==> src/sv/tnon_pkg.sv <==
package tnon_pkg;

  // Telnet command and option codes
  localparam logic [7:0] TN_IAC      = 8'd255;
  localparam logic [7:0] TN_DONT     = 8'd254;
  localparam logic [7:0] TN_DO       = 8'd253;
  localparam logic [7:0] TN_WONT     = 8'd252;
  localparam logic [7:0] TN_WILL     = 8'd251;
  localparam logic [7:0] TN_SB       = 8'd250;
  localparam logic [7:0] TN_SE       = 8'd240;
  localparam logic [7:0] TN_LINEMODE = 8'd34;

  // Input kinds (in_tuser)
  localparam logic OP_BYTE    = 1'b0;
  localparam logic OP_NEWCONN = 1'b1;

  // Most result beats one job can produce: reply triple plus linemode request
  localparam int MAX_BEATS   = 6;
  localparam int BEAT_W      = $clog2(MAX_BEATS);
  localparam int QUEUE_DEPTH = 4;

  // One classified item, handed from parser to reply sequencer
  typedef struct packed {
    logic       has_triple;   // send IAC cmd opt
    logic [7:0] cmd;
    logic [7:0] opt;
    logic       has_ask;      // send IAC WILL LINEMODE after the triple
    logic       lm_on;
    logic       lm_refused;
    logic       lm_asked;
  } job_t;

endpackage

==> src/sv/telnet_option_negotiator.sv <==
// Telnet option negotiator: parses IAC triples at buffer start, emits replies.
// Each job is registered in the queue, then its beats in the output register.
// Throughput: one input transaction per cycle while the job queue has room;
// output: one beat per cycle unless out_tready stalls; 1, 3 or 6 per input.
// Reset: synchronous, active-low rst_n clears parser state, flags and queue.
module telnet_option_negotiator #(
  parameter int QUEUE_DEPTH = tnon_pkg::QUEUE_DEPTH
) (
  input  logic        clk,
  input  logic        rst_n,
  // input channel
  input  logic        in_tvalid,
  output logic        in_tready,
  input  logic [7:0]  in_tdata,   // [7:0] rx_byte
  input  logic        in_tuser,   // [0] op (1 = new connection)
  input  logic        in_tlast,   // buffer_end
  // result channel
  output logic        out_tvalid,
  input  logic        out_tready,
  output logic [15:0] out_tdata,  // [7:0] reply_byte, [8] linemode_on,
                                  // [9] linemode_refused, [10] linemode_asked
  output logic        out_tuser,  // [0] reply_valid
  output logic        out_tlast   // last result of this input transaction
);
  import tnon_pkg::*;

  // Front end: parser state machine turns each accepted byte into one job
  // (optional reply triple, optional linemode request, flag snapshot).
  // Back end: sequencer walks a job out as individual reply bytes into the
  // output register. A small queue between them absorbs multi-byte replies
  // so byte parsing never waits on a busy output except when the queue fills.

  logic  accept;
  logic  push, pop, full, empty;
  job_t  push_job, head_job;
  logic [7:0] reply_byte;
  logic       reply_valid, last;
  logic [2:0] flags;

  assign in_tready = !full;
  assign accept    = in_tvalid && in_tready;

  tnon_front u_front (
    .clk        (clk),
    .rst_n      (rst_n),
    .accept     (accept),
    .op         (in_tuser),
    .rx_byte    (in_tdata),
    .buffer_end (in_tlast),
    .push       (push),
    .push_job   (push_job)
  );

  tnon_fifo #(
    .DEPTH (QUEUE_DEPTH)
  ) u_fifo (
    .clk      (clk),
    .rst_n    (rst_n),
    .push     (push),
    .push_job (push_job),
    .full     (full),
    .pop      (pop),
    .head_job (head_job),
    .empty    (empty)
  );

  tnon_back u_back (
    .clk         (clk),
    .rst_n       (rst_n),
    .head_job    (head_job),
    .empty       (empty),
    .pop         (pop),
    .out_tready  (out_tready),
    .out_tvalid  (out_tvalid),
    .reply_byte  (reply_byte),
    .reply_valid (reply_valid),
    .last        (last),
    .flags       (flags)
  );

  // flags: {asked, refused, on}
  assign out_tdata = {5'd0, flags, reply_byte};
  assign out_tuser = reply_valid;
  assign out_tlast = last;

endmodule

==> src/sv/tnon_front.sv <==
module tnon_front (
  input  logic          clk,
  input  logic          rst_n,
  input  logic          accept,
  input  logic          op,
  input  logic [7:0]    rx_byte,
  input  logic          buffer_end,
  output logic          push,
  output tnon_pkg::job_t push_job
);
  import tnon_pkg::*;

  typedef enum logic [2:0] {
    PH_START,
    PH_CMD,
    PH_OPT,
    PH_SUB,
    PH_IGNORE
  } phase_t;

  phase_t     phase_r, phase_nxt;
  logic [7:0] held_r, held_nxt;
  logic       lm_r, lm_nxt;
  logic       ref_r, ref_nxt;
  logic       ask_r, ask_nxt;
  job_t       job;
  logic       is_lm;

  assign is_lm = (rx_byte == TN_LINEMODE);

  always_comb begin
    phase_nxt = phase_r;
    held_nxt  = held_r;
    lm_nxt    = lm_r;
    ref_nxt   = ref_r;
    ask_nxt   = ask_r;
    job       = '0;

    if (op == OP_NEWCONN) begin
      phase_nxt = PH_START;
      held_nxt  = '0;
      lm_nxt    = 1'b0;
      ref_nxt   = 1'b0;
      ask_nxt   = 1'b0;
    end else begin
      case (phase_r)
        PH_START: begin
          phase_nxt = (rx_byte == TN_IAC) ? PH_CMD : PH_IGNORE;
        end
        PH_CMD: begin
          if (rx_byte inside {TN_WILL, TN_WONT, TN_DO, TN_DONT}) begin
            held_nxt  = rx_byte;
            phase_nxt = PH_OPT;
          end else if (rx_byte == TN_SB) begin
            phase_nxt = PH_SUB;
          end else begin
            phase_nxt = PH_START;
          end
        end
        PH_OPT: begin
          phase_nxt = PH_START;
          job.opt   = rx_byte;
          if (held_r inside {TN_WILL, TN_DO}) begin
            if (is_lm) begin
              job.has_triple = !ask_r;
              job.cmd        = TN_WILL;
              lm_nxt         = 1'b1;
            end else begin
              job.has_triple = 1'b1;
              job.cmd        = (held_r == TN_WILL) ? TN_DONT : TN_WONT;
            end
          end else if (held_r == TN_WONT) begin
            if (is_lm) begin
              lm_nxt  = 1'b0;
              ref_nxt = 1'b1;
            end else begin
              job.has_triple = 1'b1;
              job.cmd        = TN_DONT;
            end
          end else if (held_r == TN_DONT) begin
            if (is_lm) begin
              lm_nxt  = 1'b0;
              ref_nxt = 1'b1;
            end
            job.has_triple = 1'b1;
            job.cmd        = TN_WONT;
          end
        end
        PH_SUB: begin
          if (rx_byte == TN_SE) begin
            phase_nxt = PH_START;
          end
        end
        default: begin
          phase_nxt = phase_r;
        end
      endcase

      // buffer end: one-time linemode request, parser restarts
      if (buffer_end) begin
        if (!lm_nxt && !ref_nxt && !ask_r) begin
          job.has_ask = 1'b1;
          ask_nxt     = 1'b1;
        end
        phase_nxt = PH_START;
        held_nxt  = '0;
      end
    end

    job.lm_on      = lm_nxt;
    job.lm_refused = ref_nxt;
    job.lm_asked   = ask_nxt;
  end

  assign push     = accept;
  assign push_job = job;

  always_ff @(posedge clk) begin
    if (!rst_n) begin
      phase_r <= PH_START;
      held_r  <= '0;
      lm_r    <= 1'b0;
      ref_r   <= 1'b0;
      ask_r   <= 1'b0;
    end else if (accept) begin
      phase_r <= phase_nxt;
      held_r  <= held_nxt;
      lm_r    <= lm_nxt;
      ref_r   <= ref_nxt;
      ask_r   <= ask_nxt;
    end
  end

endmodule

==> src/sv/tnon_fifo.sv <==
module tnon_fifo #(
  parameter int DEPTH = tnon_pkg::QUEUE_DEPTH
) (
  input  logic           clk,
  input  logic           rst_n,
  input  logic           push,
  input  tnon_pkg::job_t push_job,
  output logic           full,
  input  logic           pop,
  output tnon_pkg::job_t head_job,
  output logic           empty
);
  import tnon_pkg::*;

  localparam int PW = (DEPTH > 1) ? $clog2(DEPTH) : 1;
  localparam int CW = $clog2(DEPTH + 1);

  job_t          mem_r [DEPTH];
  logic [PW-1:0] wr_ptr_r, rd_ptr_r;
  logic [CW-1:0] count_r, count_nxt;

  function automatic logic [PW-1:0] ptr_inc(input logic [PW-1:0] p);
    return (p == PW'(DEPTH - 1)) ? '0 : PW'(p + 1'b1);
  endfunction

  assign full     = (count_r == CW'(DEPTH));
  assign empty    = (count_r == '0);
  assign head_job = mem_r[rd_ptr_r];

  always_comb begin
    case ({push, pop})
      2'b10:   count_nxt = CW'(count_r + 1'b1);
      2'b01:   count_nxt = CW'(count_r - 1'b1);
      default: count_nxt = count_r;
    endcase
  end

  always_ff @(posedge clk) begin
    if (push) begin
      mem_r[wr_ptr_r] <= push_job;
    end
  end

  always_ff @(posedge clk) begin
    if (!rst_n) begin
      wr_ptr_r <= '0;
      rd_ptr_r <= '0;
      count_r  <= '0;
    end else begin
      if (push) begin
        wr_ptr_r <= ptr_inc(wr_ptr_r);
      end
      if (pop) begin
        rd_ptr_r <= ptr_inc(rd_ptr_r);
      end
      count_r <= count_nxt;
    end
  end

endmodule

==> src/sv/tnon_back.sv <==
module tnon_back (
  input  logic           clk,
  input  logic           rst_n,
  input  tnon_pkg::job_t head_job,
  input  logic           empty,
  output logic           pop,
  input  logic           out_tready,
  output logic           out_tvalid,
  output logic [7:0]     reply_byte,
  output logic           reply_valid,
  output logic           last,
  output logic [2:0]     flags
);
  import tnon_pkg::*;

  logic [BEAT_W-1:0] idx_r, idx_nxt;
  logic              out_valid_r;
  logic [7:0]        byte_r;
  logic              rvalid_r, last_r;
  logic [2:0]        flags_r;

  logic [BEAT_W-1:0] n_beats;
  logic              last_beat, load, in_ask, any_reply;
  logic [1:0]        pos;
  logic [7:0]        beat_byte;

  always_comb begin
    case ({head_job.has_triple, head_job.has_ask})
      2'b00:   n_beats = BEAT_W'(1);
      2'b11:   n_beats = BEAT_W'(MAX_BEATS);
      default: n_beats = BEAT_W'(3);
    endcase
  end

  assign any_reply = head_job.has_triple | head_job.has_ask;
  assign last_beat = (idx_r == BEAT_W'(n_beats - 1'b1));

  always_comb begin
    if (head_job.has_triple && (idx_r < BEAT_W'(3))) begin
      in_ask = 1'b0;
      pos    = idx_r[1:0];
    end else begin
      in_ask = 1'b1;
      pos    = head_job.has_triple ? 2'(idx_r - BEAT_W'(3)) : idx_r[1:0];
    end
    case (pos)
      2'd0:    beat_byte = TN_IAC;
      2'd1:    beat_byte = in_ask ? TN_WILL : head_job.cmd;
      2'd2:    beat_byte = in_ask ? TN_LINEMODE : head_job.opt;
      default: beat_byte = '0;
    endcase
    if (!any_reply) begin
      beat_byte = '0;
    end
  end

  assign load    = (!out_valid_r || out_tready) && !empty;
  assign pop     = load && last_beat;
  assign idx_nxt = last_beat ? '0 : BEAT_W'(idx_r + 1'b1);

  always_ff @(posedge clk) begin
    if (!rst_n) begin
      idx_r       <= '0;
      out_valid_r <= 1'b0;
    end else begin
      if (load) begin
        idx_r       <= idx_nxt;
        out_valid_r <= 1'b1;
      end else if (out_tready) begin
        out_valid_r <= 1'b0;
      end
    end
  end

  always_ff @(posedge clk) begin
    if (load) begin
      byte_r   <= beat_byte;
      rvalid_r <= any_reply;
      last_r   <= last_beat;
      flags_r  <= {head_job.lm_asked, head_job.lm_refused, head_job.lm_on};
    end
  end

  assign out_tvalid  = out_valid_r;
  assign reply_byte  = byte_r;
  assign reply_valid = rvalid_r;
  assign last        = last_r;
  assign flags       = flags_r;

endmodule
==> config.mk <==
export PLATFORM = sky130hd
export DESIGN_NAME = telnet_option_negotiator
export DESIGN_NICKNAME = d
export VERILOG_FILES = /design/src/sv/tnon_pkg.sv /design/src/sv/telnet_option_negotiator.sv /design/src/sv/tnon_front.sv /design/src/sv/tnon_fifo.sv /design/src/sv/tnon_back.sv
export SDC_FILE = /design/constraint.sdc
export NUM_CORES = 1
export LEC_CHECK = 0
export BUFFER_PORTS_ARGS = -buffer_cell sky130_fd_sc_hd__clkbuf_2
export CAP_MARGIN = 20
export CORE_AREA = 2 2 101 103
export DETAILED_ROUTE_END_ITERATION = 10
export DIE_AREA = 0 0 103 105
export GPL_TIMING_DRIVEN = 0
export PLACE_DENSITY = 0.81
export SYNTH_ARGS = -nofsm -noshare
export SYNTH_HDL_FRONTEND = slang
export SYNTH_SLANG_ARGS = --single-unit
==> constraint.sdc <==
create_clock -name clk -period 3.8 [get_ports clk]
set_clock_uncertainty 0.15 [all_clocks]
set_input_delay 0.38 -clock clk [delete_from_list [all_inputs] [get_ports clk]]
set_output_delay 0.38 -clock clk [all_outputs]
set_load 0.01 [all_outputs]
==> results.tsv <==
stage	metric	value	unit
floorplanning	dieArea	0.0108	mm²
worst_setup_path	critPathTopFamily	adder cells	
sta	hold_violations	0	
grt	grt_usage	17.1	%
grt	antenna_found_initial	0	
worst_hold_path	hold-path-endpoint	u_back.out_tvalid	
final_layout	area_growth	11.4	%
outcome	outcome	complete, no violations	
floorplanning	core	0.00964	mm²
grt	grt_overflow	0	
drt	initialDrtViolationCount	142	
drt	routed_wl	8680	µm
power	p_per_area	582	mW/mm²
sta	maxSlewHeadroom	39.2	%
sta	worst_slew_pin_slew	0.911	ns
synthesis	synthCells	363	
worst_setup_path	ff2ff_setup_slack	0.16	ns
synthesis	seq_area_frac_synth	62.2	%
grt	grt_pass1_vias	2920	
clock_tree	cts_made_buffers	9	
final_layout	multi_input_area	0.00167	mm²
worst_setup_path	worst_r2r_path_depth	15	
place	hpwl	6180	µm
floorplanning	die_h	105	µm
drt	wl_met3	390	µm
drt	top_layer	met4	
sta	fmax	275	MHz
final_layout	antenna_cells	0	
clock_tree	clk_path_buf_depth	2	
floorplanning	die_w	103	µm
worst_setup_path	critical_path_required	3.95	ns
worst_setup_path	crit_buf_inv	5	
worst_setup_path	path_cells	buf_6 -> buf_12 -> mux4_2 -> inv_1 -> ha_1 -> xor2_1 -> nor3_2 -> nand2_2 -> inv_2 -> ha_1 -> inv_1 -> fa_1 -> xor2_1 -> or3_1 -> a21boi_1	
drt	num_vias	3002	
final_layout	post-route-util	55.2	%
worst_setup_path	path_class	flip-flop to flip-flop	
worst_setup_path	cp_max_fo	10	
synthesis	ys_seq_elements	108	
sta	fin_setup_tns	0	ns
final_layout	final_cell_area	0.00532	mm²
synthesis	mappedNetlistArea	0.00478	mm²
job	max-cap-violations	0	
final_layout	final_cell_mix	81 x edfxtp_1, 27 x dfxtp_1, 26 x nand2_1, 26 x clkbuf_2, 21 x nand3_1	
synthesis	synth_ff_type	edfxtp_1	
floorplanning	initial_core_util	49.5	%
drt	route.detailed.drc	0	
final_layout	fillers	790	
drt	wl_met1	3820	µm
drt	ant_nets	0	
synthesis	avgSynthCellArea	13.2	µm²
synthesis	async_reset_ff_share	0	%
sta	finalCriticalPeriod	3.64	ns
power	leakage	1.89	nW
drt	firstDrtPassIters	5	
sta	slew_viol_final	0	
worst_setup_path	cp-end-kind	flip-flop	
final_layout	layout-drive-gt1-share	19.9	%
power	ir_worst_vdd	0.203	mV
drt	wl_per_cell	15.9	µm
worst_setup_path	r2r-end	u_fifo.count_r[2]	
final_layout	nNetsFinal	433	
worst_hold_path	hold_depth	4	
place	gp_congestion	0.896	
final_layout	seqCellArea	0.00297	mm²
drt	via_per_inst	5.50	
sta	whs	0.141	ns
clock_tree	cts_root_buffer	clkbuf_8	
clock_tree	htree_levels	3	
synthesis	synth_cell_types	56	
sta	min_period_over_period	95.8	%
synthesis	ys_top_cells_by_area	edfxtp_1 51%, dfxtp_1 11%, mux4_2 7.5%, ha_1 2.6%, nand3_1 2.2%	
synthesis	synth_top_cell_area_share	50.9	%
floorplanning	rows	36	
drt	met2WireLength	4320	µm
worst_setup_path	critPathSlowestCell	mux4_2	
sta	setup_violations	0	
synthesis	synth_top_cell_by_area	edfxtp_1	
worst_hold_path	hp-start	out_tready	
worst_setup_path	max_stage_delay	0.56	ns
clock_tree	cts_sinks	108	
synthesis	yosysWarnings	0	
place	portBuffers	26	
synthesis	synth_enable_flop_cells	81	
clock_tree	clk_pin_slew_worst_paths	0.09	ns
final_layout	layout_commonest_cell	edfxtp_1	
place	post_dp_cell_area	0.00509	mm²
worst_setup_path	arrival	3.79	ns
grt	grt_max_degree	18	
floorplanning	ioPinCount	34	
clock_tree	insertion_delay	0.37	ns
grt	grt_pass1_wl	14000	µm
worst_hold_path	min_path_type	input pin to flip-flop	
clock_tree	cts_tree	built	
worst_setup_path	cp-start-kind	flip-flop	
## power by group
group          leakage (nW)  total (W)  internal (W)  switching [W]
combinational         0.826   0.000943      0.000420       0.000523
sequential            0.989    0.00155       0.00149      0.0000617
clock                0.0799   0.000606      0.000237       0.000368
total                  1.89    0.00310       0.00215       0.000953
## worst max-delay path by stage
stage               from           endpoint  depth (start not counted)
4_1_cts        flip-flop  u_fifo.count_r[2]                         15
5_1_grt        flip-flop  u_fifo.count_r[2]                         15
3_5_place_dp   flip-flop  u_fifo.count_r[2]                         15
3_3_place_gp   flip-flop  u_fifo.count_r[2]                         15
6_report       flip-flop  u_fifo.count_r[2]                         15
2_1_floorplan  flip-flop  u_fifo.count_r[2]                         15
## metrics by stage
stage	setup WS, ns	instances	power [W]
floorplan	0.000674	367	0.00219
global placement	-0.366	526	0.00240
detailed placement	-0.516	526	0.00244
CTS	0.00283	543	0.00306
global route	-0.0140	546	0.00328
finish	0.161	546	0.00310
## area by class of cell
| class | instances | share of cell area (%) |
|---|---|---|
| Buffer | 18 | 2.23 |
| Clock buffer | 10 | 2.40 |
| Clock inverter | 6 | 0.776 |
| Inverter | 16 | 1.13 |
| Multi-Input combinational cell | 225 | 31.5 |
| Sequential cell | 108 | 55.9 |
| Tap cell | 133 | 3.13 |
| Timing Repair Buffer | 30 | 3.01 |
## synth_stat cells (2+ instances only)
library cell	n
o21ai_0	15
dfxtp_1	27
nand2b_1	3
mux2i_1	3
a21o_1	2
nand2_1	27
xor2_1	6
nor3_1	9
nand4b_1	2
buf_2	4
ha_1	10
and2_1	13
nor2b_1	5
a21oi_1	19
or3_1	3
nand3_1	21
nor3b_1	3
nor4_1	2
or3b_1	2
a21boi_0	8
mux4_2	16
buf_4	5
nor2_1	13
or4_1	3
clkbuf_1	9
nand4_1	2
inv_1	15
o21a_1	2
and3_1	6
edfxtp_1	81
nand3b_1	2
## flip-flops by register name (all words and copies together) (netlist names), named ones only
register and flops:
u_back.reply_byte 8, u_front.ref_r 1, u_front.phase_r 3, u_front.lm_r 1
u_back.out_tvalid 1, u_fifo.count_r 3, u_fifo.wr_ptr_r 2, u_front.held_r 8
u_fifo.mem_r 68, u_back.idx_r 3, u_back.flags 3, u_fifo.rd_ptr_r 2
u_front.ask_r 1, u_back.reply_valid 1, u_back.last 1
## metal layers
layer | GRT usage [%] | up-vias
met2 | 27.7 | 87
met5 | 0 | -
li1 | - | 1438
met4 | 7.61 | 0
met3 | 3.88 | 12
met1 | 21.8 | 1465
## kinds of logic after synthesis
family          after synthesis  share of synthesized area [%]
compound gates               56                           7.13
xor+xnor                      7                           1.28
fa+ha+maj                    11                           3.04
buf+inv                      34                           3.17
flops                       108                           62.2
mux                          20                           8.41
other cells                   1                         0.0785
simple gates                126                           14.6
## worst register-to-register path, stage by stage (launching register included)
cell	delay, ns
dfxtp_1	0.34
buf_6	0.12
buf_12	0.14
mux4_2	0.57
inv_1	0.08
ha_1	0.23
xor2_1	0.15
nor3_2	0.26
nand2_2	0.14
inv_2	0.09
ha_1	0.18
inv_1	0.07
fa_1	0.44
xor2_1	0.17
or3_1	0.31
a21boi_1	0.13
## repair_timing
| item | CTS | global route |
|---|---|---|
| hold buffers | 0 | 0 |
| gates resized for setup | 4 | 10 |
| endpoints found under the setup margin | 2 | 1 |
| setup buffers | 1 | 3 |
| pin swaps | 1 | 1 |
No activity file was read; power rests on OpenSTA's default activity.
